--- config.mk ---
export PLATFORM = sky130hd
export DESIGN_NAME = round_robin_task_scheduler
export DESIGN_NICKNAME = d
export VERILOG_FILES = /design/src/hw/rtl/rrts_pkg.sv /design/src/hw/rtl/rrts_cell.sv /design/src/hw/rtl/rrts_ctrl.sv /design/src/hw/rtl/round_robin_task_scheduler.sv
export SDC_FILE = /design/constraint.sdc
export NUM_CORES = 2
export LEC_CHECK = 0
export ABC_AREA = 1
export BUFFER_PORTS_ARGS = -buffer_cell sky130_fd_sc_hd__buf_2
export CORE_UTILIZATION = 60
export CTS_BUF_LIST = sky130_fd_sc_hd__clkbuf_2 sky130_fd_sc_hd__clkbuf_4 sky130_fd_sc_hd__clkbuf_8
export CTS_CLUSTER_DIAMETER = 40
export CTS_CLUSTER_SIZE = 10
export DETAILED_ROUTE_END_ITERATION = 8
export GPL_TIMING_DRIVEN = 0
export MAX_ROUTING_LAYER = met4
export PLACE_DENSITY = 0.82
export REMOVE_ABC_BUFFERS = 1
export SLEW_MARGIN = 10
export SYNTH_ARGS = -nofsm -noshare
export SYNTH_HDL_FRONTEND = slang
export SYNTH_SLANG_ARGS = --single-unit
--- constraint.sdc ---
create_clock -name clk -period 6.2 [get_ports clk]
set_clock_uncertainty 0.15 [all_clocks]
set_input_delay 0.62 -clock clk [delete_from_list [all_inputs] [get_ports clk]]
set_output_delay 0.62 -clock clk [all_outputs]
set_load 0.01 [all_outputs]
--- src/hw/rtl/rrts_pkg.sv ---
// shared types and constants of the round-robin task scheduler
`timescale 1ns / 1ps
package rrts_pkg;
  localparam int NUM_SLOTS = 16;
  localparam int SLOT_W = 4;
  localparam int IDX_W = (NUM_SLOTS > 1) ? $clog2(NUM_SLOTS) : 1;
  localparam int CNT_W = $clog2(NUM_SLOTS + 1);
  localparam logic [7:0] QUANTUM_RESET = 8'd10;

  localparam logic [2:0] CMD_TICK = 3'd0;
  localparam logic [2:0] CMD_CREATE = 3'd1;
  localparam logic [2:0] CMD_DESTROY = 3'd2;
  localparam logic [2:0] CMD_YIELD = 3'd3;
  localparam logic [2:0] CMD_EXIT = 3'd4;

  localparam logic [1:0] ST_UNUSED = 2'd0;
  localparam logic [1:0] ST_READY = 2'd1;
  localparam logic [1:0] ST_RUNNING = 2'd2;
  localparam logic [1:0] ST_ZOMBIE = 2'd3;

  typedef struct packed {
    logic [2:0]        command;
    logic [SLOT_W-1:0] target_slot;
  } in_item_t;

  typedef struct packed {
    logic              ok;
    logic [SLOT_W-1:0] created_slot;
    logic [31:0]       created_id;
    logic              switched;
    logic [SLOT_W-1:0] previous_slot;
    logic [SLOT_W-1:0] current_slot;
    logic [31:0]       current_id;
  } out_item_t;

  typedef struct packed {
    logic              en;
    logic [SLOT_W-1:0] slot;
    logic              st_en;
    logic [1:0]        st;
    logic              id_en;
    logic [31:0]       id;
    logic              sl_en;
    logic [7:0]        sl;
    logic              rt_en;
    logic [31:0]       rt;
    logic              lk_en;
    logic [SLOT_W-1:0] lk;
  } cell_wr_t;

  typedef struct packed {
    logic [1:0]        st;
    logic [31:0]       id;
    logic [7:0]        sl;
    logic [31:0]       rt;
    logic [SLOT_W-1:0] lk;
  } cell_rd_t;
endpackage

--- src/hw/rtl/rrts_cell.sv ---
// one slot of the task table with its stage of the free-slot search chain
`timescale 1ns / 1ps
module rrts_cell (
  input  logic                           clk,
  input  logic                           rst_n,
  input  logic [rrts_pkg::SLOT_W-1:0]    idx,
  input  rrts_pkg::cell_wr_t             wr,
  input  logic                           scan_in,
  output logic                           scan_out,
  output logic                           hit,
  output rrts_pkg::cell_rd_t             rd
);
  logic [1:0]                  st_r;
  logic [31:0]                 id_r;
  logic [7:0]                  sl_r;
  logic [31:0]                 rt_r;
  logic [rrts_pkg::SLOT_W-1:0] lk_r;
  logic                        scan_r;
  logic                        sel;

  assign sel = wr.en && (wr.slot == idx);
  assign hit = scan_in && (idx != '0) && (st_r == rrts_pkg::ST_UNUSED);
  assign scan_out = scan_r;
  assign rd = '{st: st_r, id: id_r, sl: sl_r, rt: rt_r, lk: lk_r};

  always_ff @(posedge clk) begin
    if (!rst_n) begin
      st_r <= (idx == '0) ? rrts_pkg::ST_RUNNING : rrts_pkg::ST_UNUSED;
      id_r <= '0;
      sl_r <= '0;
      rt_r <= '0;
      scan_r <= 1'b0;
    end else begin
      scan_r <= scan_in && !hit;
      if (sel && wr.st_en) st_r <= wr.st;
      if (sel && wr.id_en) id_r <= wr.id;
      if (sel && wr.sl_en) sl_r <= wr.sl;
      if (sel && wr.rt_en) rt_r <= wr.rt;
    end
  end

  always_ff @(posedge clk) begin
    if (sel && wr.lk_en) lk_r <= wr.lk;
  end
endmodule

--- src/hw/rtl/rrts_ctrl.sv ---
// command sequencer: ready list, running slot, id counter and result register
`timescale 1ns / 1ps
module rrts_ctrl (
  input  logic                         clk,
  input  logic                         rst_n,
  input  logic                         in_valid,
  output logic                         in_stall,
  input  rrts_pkg::in_item_t           in_item,
  output logic                         out_valid,
  input  logic                         out_stall,
  output rrts_pkg::out_item_t          out_item,
  input  logic                         cfg_we,
  input  logic [7:0]                   cfg_wdata,
  input  rrts_pkg::cell_rd_t           rd [rrts_pkg::NUM_SLOTS],
  input  logic [rrts_pkg::NUM_SLOTS-1:0] hit,
  input  logic                         scan_miss,
  output logic                         scan_start,
  output rrts_pkg::cell_wr_t           wr
);
  localparam int SW = rrts_pkg::SLOT_W;
  localparam int IW = rrts_pkg::IDX_W;
  localparam logic [3:0] S_IDLE = 4'd0, S_DISP = 4'd1, S_TICK = 4'd2, S_SCAN = 4'd3,
    S_APPEND = 4'd4, S_WALK = 4'd5, S_FREE = 4'd6, S_RS0 = 4'd7, S_RS1 = 4'd8,
    S_RS3 = 4'd9, S_DONE = 4'd10;

  logic [3:0]  st_r, st_nxt;
  logic [2:0]  cmd_r, cmd_nxt;
  logic [SW-1:0] tgt_r, tgt_nxt, before_r, before_nxt;
  logic        ok_r, ok_nxt;
  logic [SW-1:0] cslot_r, cslot_nxt;
  logic [31:0] cid_r, cid_nxt;
  logic [7:0]  quantum_r;
  logic [SW-1:0] head_r, head_nxt, tail_r, tail_nxt, run_r, run_nxt;
  logic        ne_r, ne_nxt;
  logic [31:0] next_id_r, next_id_nxt;
  logic [SW-1:0] nxt_r, nxt_nxt, app_r, app_nxt, cur_r, cur_nxt, prv_r, prv_nxt;
  logic        hp_r, hp_nxt, ret_r, ret_nxt;
  logic [rrts_pkg::CNT_W-1:0] n_r, n_nxt;
  logic        out_valid_r;
  rrts_pkg::out_item_t out_r;
  logic        load;
  logic [SW-1:0] hit_idx;
  logic [7:0]  tsl;

  assign in_stall = (st_r != S_IDLE);
  assign out_valid = out_valid_r;
  assign out_item = out_r;
  assign load = (st_r == S_DONE) && (!out_valid_r || !out_stall);
  assign tsl = rd[run_r[IW-1:0]].sl;

  always_comb begin
    hit_idx = '0;
    for (int i = 0; i < rrts_pkg::NUM_SLOTS; i++) begin
      if (hit[i]) hit_idx = hit_idx | SW'(i);
    end
  end

  always_comb begin
    st_nxt = st_r; cmd_nxt = cmd_r; tgt_nxt = tgt_r; before_nxt = before_r;
    ok_nxt = ok_r; cslot_nxt = cslot_r; cid_nxt = cid_r;
    head_nxt = head_r; tail_nxt = tail_r; run_nxt = run_r; ne_nxt = ne_r;
    next_id_nxt = next_id_r; nxt_nxt = nxt_r; app_nxt = app_r; cur_nxt = cur_r;
    prv_nxt = prv_r; hp_nxt = hp_r; ret_nxt = ret_r; n_nxt = n_r;
    scan_start = 1'b0;
    wr = '0;
    unique case (st_r)
      S_IDLE: begin
        if (in_valid) begin
          cmd_nxt = in_item.command;
          tgt_nxt = in_item.target_slot;
          before_nxt = run_r;
          ok_nxt = 1'b1; cslot_nxt = '0; cid_nxt = '0;
          st_nxt = S_DISP;
        end
      end
      S_DISP: begin
        case (cmd_r)
          rrts_pkg::CMD_TICK: st_nxt = S_TICK;
          rrts_pkg::CMD_CREATE: begin
            scan_start = 1'b1;
            st_nxt = S_SCAN;
          end
          rrts_pkg::CMD_DESTROY: begin
            if (tgt_r == '0 || 32'(tgt_r) >= rrts_pkg::NUM_SLOTS) begin
              ok_nxt = 1'b0;
              st_nxt = S_DONE;
            end else if (ne_r) begin
              cur_nxt = head_r; hp_nxt = 1'b0; n_nxt = '0;
              st_nxt = S_WALK;
            end else begin
              st_nxt = S_FREE;
            end
          end
          rrts_pkg::CMD_YIELD: st_nxt = S_RS0;
          rrts_pkg::CMD_EXIT: begin
            if (run_r != '0) begin
              wr.en = 1'b1; wr.slot = run_r;
              wr.st_en = 1'b1; wr.st = rrts_pkg::ST_ZOMBIE;
              st_nxt = S_RS0;
            end else begin
              st_nxt = S_DONE;
            end
          end
          default: begin
            ok_nxt = 1'b0;
            st_nxt = S_DONE;
          end
        endcase
      end
      S_TICK: begin
        wr.en = 1'b1; wr.slot = run_r; wr.sl_en = 1'b1;
        if (tsl != '0) begin
          wr.rt_en = 1'b1;
          wr.rt = rd[run_r[IW-1:0]].rt + 32'd1;
        end
        if (tsl <= 8'd1) begin
          wr.sl = quantum_r;
          st_nxt = S_RS0;
        end else begin
          wr.sl = tsl - 8'd1;
          st_nxt = S_DONE;
        end
      end
      S_SCAN: begin
        if (|hit) begin
          wr.en = 1'b1; wr.slot = hit_idx;
          wr.st_en = 1'b1; wr.st = rrts_pkg::ST_READY;
          wr.id_en = 1'b1; wr.id = next_id_r;
          wr.sl_en = 1'b1; wr.sl = quantum_r;
          wr.rt_en = 1'b1; wr.rt = '0;
          cslot_nxt = hit_idx; cid_nxt = next_id_r;
          next_id_nxt = next_id_r + 32'd1;
          if (!ne_r) begin
            head_nxt = hit_idx; tail_nxt = hit_idx; ne_nxt = 1'b1;
            st_nxt = S_DONE;
          end else begin
            app_nxt = hit_idx; ret_nxt = 1'b0;
            st_nxt = S_APPEND;
          end
        end else if (scan_miss) begin
          ok_nxt = 1'b0;
          st_nxt = S_DONE;
        end
      end
      S_APPEND: begin
        wr.en = 1'b1; wr.slot = tail_r; wr.lk_en = 1'b1; wr.lk = app_r;
        tail_nxt = app_r;
        st_nxt = ret_r ? S_RS3 : S_DONE;
      end
      S_WALK: begin
        if (cur_r == tgt_r) begin
          if (!hp_r) begin
            if (cur_r == tail_r) ne_nxt = 1'b0;
            else head_nxt = rd[cur_r[IW-1:0]].lk;
          end else begin
            wr.en = 1'b1; wr.slot = prv_r; wr.lk_en = 1'b1;
            wr.lk = rd[cur_r[IW-1:0]].lk;
            if (cur_r == tail_r) tail_nxt = prv_r;
          end
          st_nxt = S_FREE;
        end else if (cur_r == tail_r ||
                     32'(n_r) + 32'd1 >= rrts_pkg::NUM_SLOTS) begin
          st_nxt = S_FREE;
        end else begin
          prv_nxt = cur_r; hp_nxt = 1'b1;
          cur_nxt = rd[cur_r[IW-1:0]].lk;
          n_nxt = n_r + 1'b1;
        end
      end
      S_FREE: begin
        wr.en = 1'b1; wr.slot = tgt_r;
        wr.st_en = 1'b1; wr.st = rrts_pkg::ST_UNUSED;
        wr.id_en = 1'b1; wr.id = '0;
        st_nxt = S_DONE;
      end
      S_RS0: begin
        nxt_nxt = '0;
        if (ne_r) begin
          nxt_nxt = head_r;
          if (head_r == tail_r) ne_nxt = 1'b0;
          else head_nxt = rd[head_r[IW-1:0]].lk;
        end
        st_nxt = ((ne_r ? head_r : '0) == run_r) ? S_DONE : S_RS1;
      end
      S_RS1: begin
        st_nxt = S_RS3;
        if (rd[run_r[IW-1:0]].st == rrts_pkg::ST_RUNNING) begin
          wr.en = 1'b1; wr.slot = run_r;
          wr.st_en = 1'b1; wr.st = rrts_pkg::ST_READY;
          if (!ne_r) begin
            head_nxt = run_r; tail_nxt = run_r; ne_nxt = 1'b1;
          end else begin
            app_nxt = run_r; ret_nxt = 1'b1;
            st_nxt = S_APPEND;
          end
        end
      end
      S_RS3: begin
        run_nxt = nxt_r;
        wr.en = 1'b1; wr.slot = nxt_r;
        wr.st_en = 1'b1; wr.st = rrts_pkg::ST_RUNNING;
        st_nxt = S_DONE;
      end
      S_DONE: begin
        if (load) st_nxt = S_IDLE;
      end
      default: st_nxt = S_IDLE;
    endcase
  end

  always_ff @(posedge clk) begin
    if (!rst_n) begin
      st_r <= S_IDLE;
      quantum_r <= rrts_pkg::QUANTUM_RESET;
      head_r <= '0; tail_r <= '0; ne_r <= 1'b0; run_r <= '0;
      next_id_r <= 32'd1;
      out_valid_r <= 1'b0;
    end else begin
      st_r <= st_nxt;
      if (cfg_we) quantum_r <= cfg_wdata;
      head_r <= head_nxt; tail_r <= tail_nxt; ne_r <= ne_nxt; run_r <= run_nxt;
      next_id_r <= next_id_nxt;
      if (load) out_valid_r <= 1'b1;
      else if (!out_stall) out_valid_r <= 1'b0;
    end
  end

  always_ff @(posedge clk) begin
    cmd_r <= cmd_nxt; tgt_r <= tgt_nxt; before_r <= before_nxt;
    ok_r <= ok_nxt; cslot_r <= cslot_nxt; cid_r <= cid_nxt;
    nxt_r <= nxt_nxt; app_r <= app_nxt; cur_r <= cur_nxt; prv_r <= prv_nxt;
    hp_r <= hp_nxt; ret_r <= ret_nxt; n_r <= n_nxt;
    if (load) begin
      out_r.ok <= ok_r;
      out_r.created_slot <= cslot_r;
      out_r.created_id <= cid_r;
      out_r.switched <= (run_r != before_r);
      out_r.previous_slot <= before_r;
      out_r.current_slot <= run_r;
      out_r.current_id <= rd[run_r[IW-1:0]].id;
    end
  end

`ifndef SYNTHESIS
  a_idle_no_write: assert property (@(posedge clk) disable iff (!rst_n)
    (st_r == S_IDLE) |-> !wr.en) else $error("slot write while idle");
  a_hit_onehot: assert property (@(posedge clk) disable iff (!rst_n)
    $onehot0(hit)) else $error("more than one free slot claimed");
  a_run_range: assert property (@(posedge clk) disable iff (!rst_n)
    32'(run_r) < rrts_pkg::NUM_SLOTS) else $error("running slot out of range");
  a_scan_only_create: assert property (@(posedge clk) disable iff (!rst_n)
    (|hit) |-> (st_r == S_SCAN)) else $error("search hit outside create");
`endif
endmodule

--- src/hw/rtl/round_robin_task_scheduler.sv ---
// top level of the round-robin task scheduler: slot cells and sequencer
//
//   channel  ports                          payload
//   input    in_valid, in_stall, in_item    command, target_slot
//   result   out_valid, out_stall, out_item ok .. current_id
//   config   cfg_we, cfg_wdata              quantum_ticks
//
// one item at a time: create moves its search token one cell a cycle, and destroy
// walks the ready list one link a cycle
// synchronous reset puts slot 0 running with an empty ready list
// the next item is taken while a result waits under out_stall
`timescale 1ns / 1ps
module round_robin_task_scheduler (
  input  logic                clk,
  input  logic                rst_n,
  input  logic                in_valid,
  output logic                in_stall,
  input  rrts_pkg::in_item_t  in_item,
  output logic                out_valid,
  input  logic                out_stall,
  output rrts_pkg::out_item_t out_item,
  input  logic                cfg_we,
  input  logic [7:0]          cfg_wdata
);
  rrts_pkg::cell_wr_t wr;
  rrts_pkg::cell_rd_t rd [rrts_pkg::NUM_SLOTS];
  logic [rrts_pkg::NUM_SLOTS-1:0] hit, scan_o;
  logic scan_start;

  for (genvar i = 0; i < rrts_pkg::NUM_SLOTS; i++) begin : g_cell
    rrts_cell u_cell (
      .clk      (clk),
      .rst_n    (rst_n),
      .idx      (rrts_pkg::SLOT_W'(i)),
      .wr       (wr),
      .scan_in  ((i == 0) ? scan_start : scan_o[(i == 0) ? 0 : i - 1]),
      .scan_out (scan_o[i]),
      .hit      (hit[i]),
      .rd       (rd[i])
    );
  end

  rrts_ctrl u_ctrl (
    .clk        (clk),
    .rst_n      (rst_n),
    .in_valid   (in_valid),
    .in_stall   (in_stall),
    .in_item    (in_item),
    .out_valid  (out_valid),
    .out_stall  (out_stall),
    .out_item   (out_item),
    .cfg_we     (cfg_we),
    .cfg_wdata  (cfg_wdata),
    .rd         (rd),
    .hit        (hit),
    .scan_miss  (scan_o[rrts_pkg::NUM_SLOTS-1]),
    .scan_start (scan_start),
    .wr         (wr)
  );
endmodule
==> flow_summary.ini <==
[status]
outcome = complete, no violations

[synthesis]
yosys.area.top_type = dfxtp_1
seq_area_frac_synth_pct = 50.4
netlist_area_sq_mm = 0.0424
synth_top_area_share_pct = 35.3
synthFlopType = dfxtp_1
synth.area.top_cells = dfxtp_1 35%, nand2_1 18%, edfxtp_1 15%
ys_warn_count = 0
synth.distinct_cells = 51
synth_edf_count = 213
syn_avg_cell_area_sq_um = 7.47
ys_seq_elements = 959
synthCells = 5672
async_flop_share_pct = 0

[setup_path]
start_kind = flop
path_delay_family = simple AND/OR/NAND/NOR gates
path_cells = inv_2, buf_12, nor2_2, nand3_1, nor2_1, nor2_2, nand3_1, nand2_4, inv_2, nand2_4, nor2_4, nand2_2, nand2_1, a21oi_1
worst-path-buf-inv = 3
crit_path_max_incr_delay_ps = 1020
cp.arrival_ps = 6650
crit_fanout = 49
cp.required_ps = 6720
crit_path_end_kind = flop
worstSetupPathType = reg -> reg
crit_slowest_cell = nor2_4

[detailed_routing]
drt_pass1_iterations = 9
wl_mm = 132
drc = 0
wl_per_cell_microns = 19.9
via_count = 40000
drt_iter0_drc = 5435
viasPerCell = 6.04
ant_nets = 0

[global_routing]
grt_pass1_vias = 37200
gr-usage-all-layers_pct = 37.2
globalRouteOverflowTotal = 0
grt_pass1_wl_mm = 202
grt_max_degree = 151
antenna_found_initial = 2

[timing]
tightest_slew_ps = 1310
finalSetupTns_ps = 0
post-route-period-util_pct = 98.8
whs_ps = 51.8
setup_viol = 0
max_slew_margin_pct = 12.4
min_period_ps = 6120
fmax_mhz = 163
final_hold_viol_count = 0
final_max_slew_viol_count = 0
rsz0062_at_grt = no

[floorplan]
dieArea_sq_mm = 0.0717
initial_core_util_pct = 60.6
die_w_microns = 268
die_y_microns = 268
coreArea_sq_mm = 0.0699
io_pins = 100
row_count = 97

[pwr]
power_density_mw_per_mm2 = 306
p_leak_nw = 17.5
ir_worst_vdd_mv = 0.334

[cts]
worstSkewPairLatency_ps = 830
htree_levels = 4
numCtsBuffers = 132
clock_sinks = 959
clk_pin_slew_ps = 70
ctsRootBufferMaster = clkbuf_8
cts_tree = yes
cts_buffer_depth = 3
cts_setup_buffers = 0

[placed_design]
numPortBuffers = 99
gp_congestion = 0.966
dp_hpwl_mm = 77.2

[cells_and_area]
fin_nets = 5622
final_cell_mix = 1,975 x nand2_1, 742 x dfxtp_1, 684 x a21oi_1
n_fill_cell = 5646
fin_util_pct = 66.8
final_common_cell = nand2_1
syn_to_final_growth_pct = 10.2
drive_gt1_share_pct = 8.75

[min_path]
hold_class = in -> reg

[job]
max-cap-violations = 0
[Yosys cell counts, types with 5 or more instances]
cell / count
xnor2_1: 6
nand2_2: 7
nand2_4: 6
clkbuf_1: 203
nand4_1: 18
nor2_4: 13
nor3b_1: 6
a31oi_1: 32
nor2_1: 463
inv_2: 35
dfxtp_1: 746
nor3_1: 39
o22ai_1: 15
inv_1: 344
nand3_2: 16
o211ai_1: 20
nor4_1: 8
xor2_1: 19
a22o_1: 64
o21ai_1: 5
nand3_1: 250
a221oi_1: 65
buf_1: 27
o221ai_1: 37
nand3b_1: 8
o21ai_0: 159
buf_4: 7
nand2_1: 1986
edfxtp_1: 213
a21oi_1: 684
nor2_2: 10
buf_2: 131
[stage by stage]
| stage | cells | power (mW) | instance area [sq um] | worst slack (ps) |
|---|---|---|---|---|
| after floorplan | 5301 | 8.11 | 40800 | -4340 |
| after CTS | 6632 | 14.2 | 46600 | 26.2 |
| after global routing | 6635 | 14.7 | 46700 | 2.78 |
| after detailed placement | 6383 | 8.90 | 43500 | 51.5 |
| after global placement | 6340 | 8.76 | 42400 | -10770 |
| final | 6635 | 14.3 | 46700 | 76.9 |
[path summary, 6_finish.rpt]
kind | from | end | slack (ps) | depth (start not counted)
worst max-delay path | u_ctrl.run_r[2]$_SDFFE_PN0P_ | g_cell[14].u_cell.id_r[13]$_SDFFE_PN0P_ | 80 | 14
worst max register to register | u_ctrl.run_r[2]$_SDFFE_PN0P_ | g_cell[14].u_cell.id_r[13]$_SDFFE_PN0P_ | 80 | 14
worst min register to register | u_ctrl.cid_r[14]$_SDFFCE_PN0P_ | u_ctrl.out_item[55]$_DFFE_PP_ | 260 | 0
worst min-delay path | rst_n | u_ctrl.next_id_r[0]$_SDFFE_PN1P_ | 50 | 2
[worst reg2reg max path, delay by kind of cell (launching register included)]
| family | cells | cell delay, ps |
|---|---|---|
| AOI/OAI and AO/OA | 1 | 100 |
| buffers and inverters | 3 | 1050 |
| DFF | 1 | 940 |
| and+or+nand+nor | 10 | 3750 |
[power breakdown]
| group | internal (mW) | switching (mW) | total [mW] |
|---|---|---|---|
| clock | 2.90 | 2.51 | 5.41 |
| sequential | 6.73 | 0.193 | 6.93 |
| combinational | 0.478 | 1.47 | 1.94 |
| total | 10.1 | 4.17 | 14.3 |
[routing by layer]
metal	wire length (microns)	GRT usage [%]
met1	49500	45.9
met2	59100	56.9
met3	15600	7.36
met4	7490	21.6
met5	0	-
[logic make-up (layout without fill, tap and decap cells)]
kind of cell	Yosys count	after routing	share of synthesized area, %
other	0	1	0
AO/OA/AOI/OAI	1094	1094	14.8
flip-flops	959	959	50.4
AND/OR/NAND/NOR	2837	2837	27.1
adder cells (fa/ha/maj)	4	4	0.118
XOR/XNOR	25	25	0.517
buffers and inverters	753	775	7.18
[what timing repair did]
action / in CTS / in global routing
gates resized for setup: 0 / 2
endpoints found under the hold margin: 16 / 0
endpoints found under the setup margin: 0 / 34
hold buffers: 19 / 0
[state kept, by name, summed over array words and instances, names as in the netlist, 5 cells and up]
| signal | cells |
|---|---|
| g_cell.u_cell.id_r | 512 |
| g_cell.u_cell.lk_r | 64 |
| g_cell.u_cell.scan_out | 16 |
| g_cell.u_cell.sl_r | 128 |
| g_cell.u_cell.st_r | 32 |
| u_ctrl.cid_r | 32 |
| u_ctrl.n_r | 5 |
| u_ctrl.next_id_r | 32 |
| u_ctrl.out_item | 78 |
| u_ctrl.quantum_r | 8 |
[cell type report]
class / instances / area, sq um / share of cell area [%]
sequential: 959 / 21300 / 45.7
timing repair buffer: 163 / 1750 / 3.74
clock inverter: 46 / 596 / 1.28
clock buffer: 184 / 2290 / 4.91
inverter: 382 / 1460 / 3.13
multi-input combinational: 3960 / 18100 / 38.7
tap: 940 / 1180 / 2.52
antenna: 1 / 2.50 / 0.00536
No activity file was read; power rests on OpenSTA's default activity.
